`src/sv/cthu_pkg.sv`:
```
package cthu_pkg;

    localparam int CMD_W  = 2;
    localparam int SLOT_W = 5;
    localparam int SIDX_W = 4;
    localparam int CNT_W  = 64;
    localparam int MODE_W = 2;
    localparam int PCT_W  = 23;
    localparam int HALF_W = 32;
    localparam int PROD_W = HALF_W + PCT_W;
    localparam int SLOT_CMP_W = 7;

    localparam logic [PCT_W-1:0] PCT_SCALE = 23'd6553600;

    localparam int WIN_SHORT = 60;
    localparam int WIN_MID   = 300;
    localparam int WIN_LONG  = 900;

    typedef enum logic [CMD_W-1:0] {
        CMD_STAGE,
        CMD_COMMIT_OK,
        CMD_COMMIT_FAIL,
        CMD_QUERY
    } cmd_t;

    typedef enum logic [1:0] {
        QS_OK,
        QS_BAD_ARG,
        QS_NO_CPU,
        QS_FAILED
    } qstat_t;

    typedef enum logic [MODE_W-1:0] {
        WIN_60,
        WIN_300,
        WIN_900,
        WIN_BAD
    } wmode_t;

    typedef enum logic [3:0] {
        FS_IDLE,
        FS_COMMIT,
        FS_MARK,
        FS_WALK,
        FS_RDC,
        FS_RDB,
        FS_ACC,
        FS_MUL0,
        FS_MUL1,
        FS_DIVGO,
        FS_DIV
    } fsm_t;

    typedef struct packed {
        cmd_t               cmd;
        logic [SLOT_W-1:0]  cpu_slot;
        logic [SIDX_W-1:0]  state_index;
        logic [CNT_W-1:0]   counter_value;
        wmode_t             window_mode;
    } in_word_t;

    typedef struct packed {
        qstat_t             query_status;
        logic [PCT_W-1:0]   percent_q16;
    } out_word_t;

endpackage

```
`src/sv/cthu_div.sv`:
```
module cthu_div
    import cthu_pkg::*;
#(
    parameter int NW = 87,
    parameter int DW = 68,
    parameter int QW = 23
)
(
    input  logic          clk,
    input  logic          rst_n,
    input  logic          start,
    input  logic [NW-1:0] num,
    input  logic [DW-1:0] den,
    output logic          done,
    output logic [QW-1:0] quot
);

    localparam int KW = $clog2(NW + 1);

    logic [DW-1:0] rem_reg, rem_next;
    logic [NW-1:0] num_reg, num_next;
    logic [DW-1:0] den_reg, den_next;
    logic [QW-1:0] q_reg, q_next;
    logic [KW-1:0] cnt_reg, cnt_next;
    logic          run_reg, run_next;
    logic          done_reg, done_next;
    logic [DW:0]   rem_sh;
    logic [DW:0]   rem_sub;
    logic          ge;

    always_comb
    begin
        rem_sh  = {rem_reg, num_reg[NW-1]};
        rem_sub = rem_sh - {1'b0, den_reg};
        ge      = rem_sh >= {1'b0, den_reg};
        rem_next  = rem_reg;
        num_next  = num_reg;
        den_next  = den_reg;
        q_next    = q_reg;
        cnt_next  = cnt_reg;
        run_next  = run_reg;
        done_next = 1'b0;
        if (start)
        begin
            rem_next = '0;
            num_next = num;
            den_next = den;
            q_next   = '0;
            cnt_next = KW'(NW);
            run_next = 1'b1;
        end
        else if (run_reg)
        begin
            rem_next = ge ? rem_sub[DW-1:0] : rem_sh[DW-1:0];
            num_next = {num_reg[NW-2:0], 1'b0};
            q_next   = {q_reg[QW-2:0], ge};
            cnt_next = cnt_reg - 1'b1;
            if (cnt_reg == KW'(1))
            begin
                run_next  = 1'b0;
                done_next = 1'b1;
            end
        end
    end

    always_ff @(posedge clk or negedge rst_n)
    begin
        if (!rst_n)
        begin
            cnt_reg  <= '0;
            run_reg  <= 1'b0;
            done_reg <= 1'b0;
        end
        else
        begin
            cnt_reg  <= cnt_next;
            run_reg  <= run_next;
            done_reg <= done_next;
        end
    end

    always_ff @(posedge clk)
    begin
        rem_reg <= rem_next;
        num_reg <= num_next;
        den_reg <= den_next;
        q_reg   <= q_next;
    end

    assign done = done_reg;
    assign quot = q_reg;

endmodule

```
`config.mk`:
```
export PLATFORM = sky130hd
export DESIGN_NAME = cthu_div
export DESIGN_NICKNAME = d
export VERILOG_FILES = /design/src/sv/cthu_pkg.sv /design/src/sv/cthu_div.sv
export SDC_FILE = /design/constraint.sdc
export NUM_CORES = 1
export LEC_CHECK = 0
export ABC_AREA = 1
export BUFFER_PORTS_ARGS = -buffer_cell sky130_fd_sc_hd__buf_4
export CAP_MARGIN = 20
export CORE_ASPECT_RATIO = 1.4
export CORE_MARGIN = 8
export CORE_UTILIZATION = 25
export CTS_CLUSTER_SIZE = 20
export DETAILED_ROUTE_END_ITERATION = 12
export HOLD_SLACK_MARGIN = 0.05
export SLEW_MARGIN = 5
export SYNTH_ARGS = -nofsm -noshare
export SYNTH_HDL_FRONTEND = slang
export SYNTH_SLANG_ARGS = --single-unit
```
`constraint.sdc`:
```
create_clock -name clk -period 4.2 [get_ports clk]
set_input_delay 0.21 -clock clk [delete_from_list [all_inputs] [get_ports clk]]
set_output_delay 0.21 -clock clk [all_outputs]
set_load 0.05 [all_outputs]
```
==> out/metrics.csv <==
stage,metric,value,unit
status,status,completed,
cts,clk_pin_slew_worst_paths,60,ps
placement,portBuffers,181,
placement,placed_cell_area,0.0188,mm²
worst_setup_path,crit_cells,16,
logic_synthesis,synth_ff_type,edfxtp_1,
logic_synthesis,yosys.area_share.simple,35.3,%
logic_synthesis,synthArstFlopShare,3.53,%
placement,dpl.hpwl,45600,µm
detailed_routing,wirelength,58900,µm
timing,timing.final.hold_violations,0,
logic_synthesis,synth-compound-area-share,5.33,%
detailed_routing,wl_met2,30300,µm
global_route,grt-ovfl-total,0,
power_and_ir_drop,peakVddDrop,0.385,mV
logic_synthesis,yosys-top-cells-area,"edfxtp_1 28%, nand2_1 22%, dfxtp_1 11%",
logic_synthesis,syn-num-nets,2649,
cells_and_area,final_layout_size_suffix_gt1_share,10.9,%
power_and_ir_drop,leakage,10.9,nW
worst_setup_path,critPathMaxFanout,43,
cells_and_area,final_common_cell,nand2_1,
worst_setup_path,crit_path_frequent_cell,nand2_1,
timing,tightest_slew,988,ps
timing,post-route-worst-setup-slack,1060,ps
placement,dpl.cell_count,3401,
logic_synthesis,synth_top_area_share,28.1,%
logic_synthesis,syn_area,0.0166,mm²
cells_and_area,stdcell_area,0.0214,mm²
power_and_ir_drop,switching_power,0.00454,W
timing,maxSlewViolCount,0,
cells_and_area,layout_common_cells,"959 x nand2_1, 418 x inv_1, 196 x buf_4, 162 x nor2_1, 158 x dlygate4sd3_1",
cts,htree_levels,1,
cts,clock-sinks,255,
worst_setup_path,required,4730,ps
timing,post-route-period-util,74.9,%
detailed_routing,wl_met3,2770,µm
power_and_ir_drop,p_int,0.00627,W
logic_synthesis,netlist_instances,2420,
timing,relSlewSlack,34.1,%
global_route,grt_pass1_vias,16500,
worst_setup_path,path_delay_family,simple AND/OR/NAND/NOR gates,
logic_synthesis,synth_area_per_cell,6.85,µm²
power_and_ir_drop,p_sw_share,42.0,%
worst_setup_path,endpoint_kind,flop,
cts,cts_buffers,28,
global_route,grt_max_degree,97,
flow_run,drv_cap,0,
cells_and_area,largest_register_ff_count,87,
power_and_ir_drop,clock_power_share,24.8,%
worst_setup_path,critical-path-slowest-cell,buf_4,
die,coreArea,0.0656,mm²
die,initial_core_util,25.3,%
cts,clk_latency,590,ps
logic_synthesis,synth_cell_types,45,
detailed_routing,drtPass1Iterations,7,
min_path,min-delay-path-class,primary input to flop,
detailed_routing,top_layer_used,met4,
min_path,min_from,den[11],
logic_synthesis,synth_edf_count,155,
worst_setup_path,reg2reg_to,rem_reg[40],
logic_synthesis,synthAdderAreaFrac,5.41,%
timing,fin_tns_setup,0,ps
timing,period_minus_slack,3140,ps
detailed_routing,drc,0,
detailed_routing,wl_met1,22700,µm
cts,root_buffer,clkbuf_16,
timing,skew,18.5,ps
detailed_routing,postRouteAntennaNets,0,
timing,setup_viol,0,
logic_synthesis,synthMuxAreaShare,0,%
power_and_ir_drop,comb_power_share,44.7,%
detailed_routing,wl_per_cell,16.3,µm
placement,place_worst_setup_slack,1060,ps
logic_synthesis,yosys_warnings,0,
cells_and_area,nFillCells,7137,
worst_setup_path,path_class,flop to flop,
detailed_routing,dr.first_iter.drc_count,775,
die,io_pins,182,
die,die-area,0.0749,mm²
power_and_ir_drop,seq_power_share,30.5,%
detailed_routing,vias,16100,
power_and_ir_drop,powerDensity,505,mW/mm²
global_route,grt_pass1_wl,90800,µm
worst_setup_path,crit_chain,"inv_1, ha_1, nand2_1, inv_1, nand2_1, nand2_1, a21oi_2, nand3_2, nand2_1, nand3_2, nand2_4, buf_4, nand4_1, nand3_1, nand2_1, inv_1",
logic_synthesis,ys_ff_latch,255,
logic_synthesis,yosys.area_share.xor_xnor,1.64,%
logic_synthesis,synth_largest_area_cell,edfxtp_1,
cells_and_area,fin_cells,3617,
logic_synthesis,synth_top_family_by_area,simple AND/OR/NAND/NOR gates,
worst_setup_path,arrival,3670,ps
cts,cts_tree,yes,
die,fp-row-count,111,
worst_setup_path,r2r_slack,1060,ps
die,die_w,234,µm
cells_and_area,syn_to_final_growth,29.3,%
cts,cts_setup_buffers,0,
cts,clockBufferDepth,3,
worst_setup_path,slowest_delay,510,ps
detailed_routing,drt-vias-per-instance,4.46,
worst_setup_path,crit_path_start,den_reg[19],
worst_setup_path,crit_end,rem_reg[40],
timing,rsz0062_at_grt,false,
die,die_h,321,µm
logic_synthesis,ys_seq_area_share,40.5,%
worst_setup_path,r2r.worst_path.cells,16,
timing,whs,348,ps
worst_setup_path,r2r-start,den_reg[19],
cells_and_area,nets,2971,
worst_setup_path,start_kind,flop,
timing,max_freq,0.318,GHz
placement,gp_congestion,0.987,
global_route,antenna_found_initial,6,
worst_setup_path,critPathBufInv,4,
global_route,grt_usage,15.4,%
power by group through the flow:
stage,Clock (W),Combinational (W),Sequential [W]
detailed placement,0,0.00470,0.00335
CTS,0.00277,0.00484,0.00330
global placement,0,0.00469,0.00334
floorplan,0,0.00329,0.00331
global route,0.00286,0.00542,0.00335
finish,0.00268,0.00483,0.00330
through the flow:
stage	utilization (%)	total power, W
final	32.7	0.0108
after global routing	32.7	0.0116
after CTS	32.7	0.0109
after detailed placement	28.7	0.00805
after global placement	28.7	0.00803
after floorplan	-	0.00660
cell usage after synthesis, drive strengths merged (11+ instances only):
| cell type | instances |
|---|---|
| clkbuf | 44 |
| edfxtp | 155 |
| nor2 | 177 |
| nand2 | 964 |
| o21ai | 45 |
| nor3 | 18 |
| a21oi | 64 |
| inv | 439 |
| dfxtp | 91 |
| buf | 20 |
| nand4 | 57 |
| o22ai | 20 |
| xor2 | 20 |
| ha | 70 |
| xnor2 | 11 |
| nand3 | 164 |
kinds of logic after synthesis:
group	count (synthesis)
and+or+nand+nor	1403
buffers and inverters	503
DFF	255
adders and majority gates	71
xor gates and xnor gates	31
AOI/OAI and AO/OA	157
worst min path at each step:
stage	end	slack [ps]	depth (start not counted)
after floorplan	cnt_reg[0]	-90	0
after global placement	cnt_reg[6]	50	1
after detailed placement	cnt_reg[6]	50	1
after CTS	den_reg[11]	320	2
after global routing	den_reg[12]	320	2
final	den_reg[11]	350	2
what timing repair did:
| action | CTS | global route |
|---|---|---|
| hold buffers | 158 | 0 |
| gates resized for setup | 0 | 0 |
| endpoints found under the hold margin | 176 | 0 |
worst reg2reg max path, cell delays in order, from the launching register on:
cell and delay [ps]:
edfxtp_1 370, inv_1 90, ha_1 270, nand2_1 190, inv_1 60, nand2_1 60, nand2_1 110, a21oi_2 230
nand3_2 220, nand2_1 200, nand3_2 180, nand2_4 120, buf_4 510, nand4_1 190, nand3_1 140, nand2_1 60
inv_1 70
layout make-up:
| type | count | area [µm²] | area share [%] |
|---|---|---|---|
| clock inverter | 19 | 246 | 1.15 |
| multi-input combinational | 1662 | 7910 | 36.9 |
| sequential | 255 | 6700 | 31.3 |
| timing repair buffer | 356 | 3080 | 14.4 |
| clock buffer | 33 | 749 | 3.50 |
| tap | 847 | 1060 | 4.95 |
| antenna | 6 | 15.0 | 0.0701 |
| inverter | 439 | 1650 | 7.72 |
metal layers:
metal	vias up	track usage, %
li1	8225	-
met1	7385	16.6
met2	396	28.9
met3	115	2.45
met4	0	7.56
met5	-	0
Power figures use the tool's default switching activity.
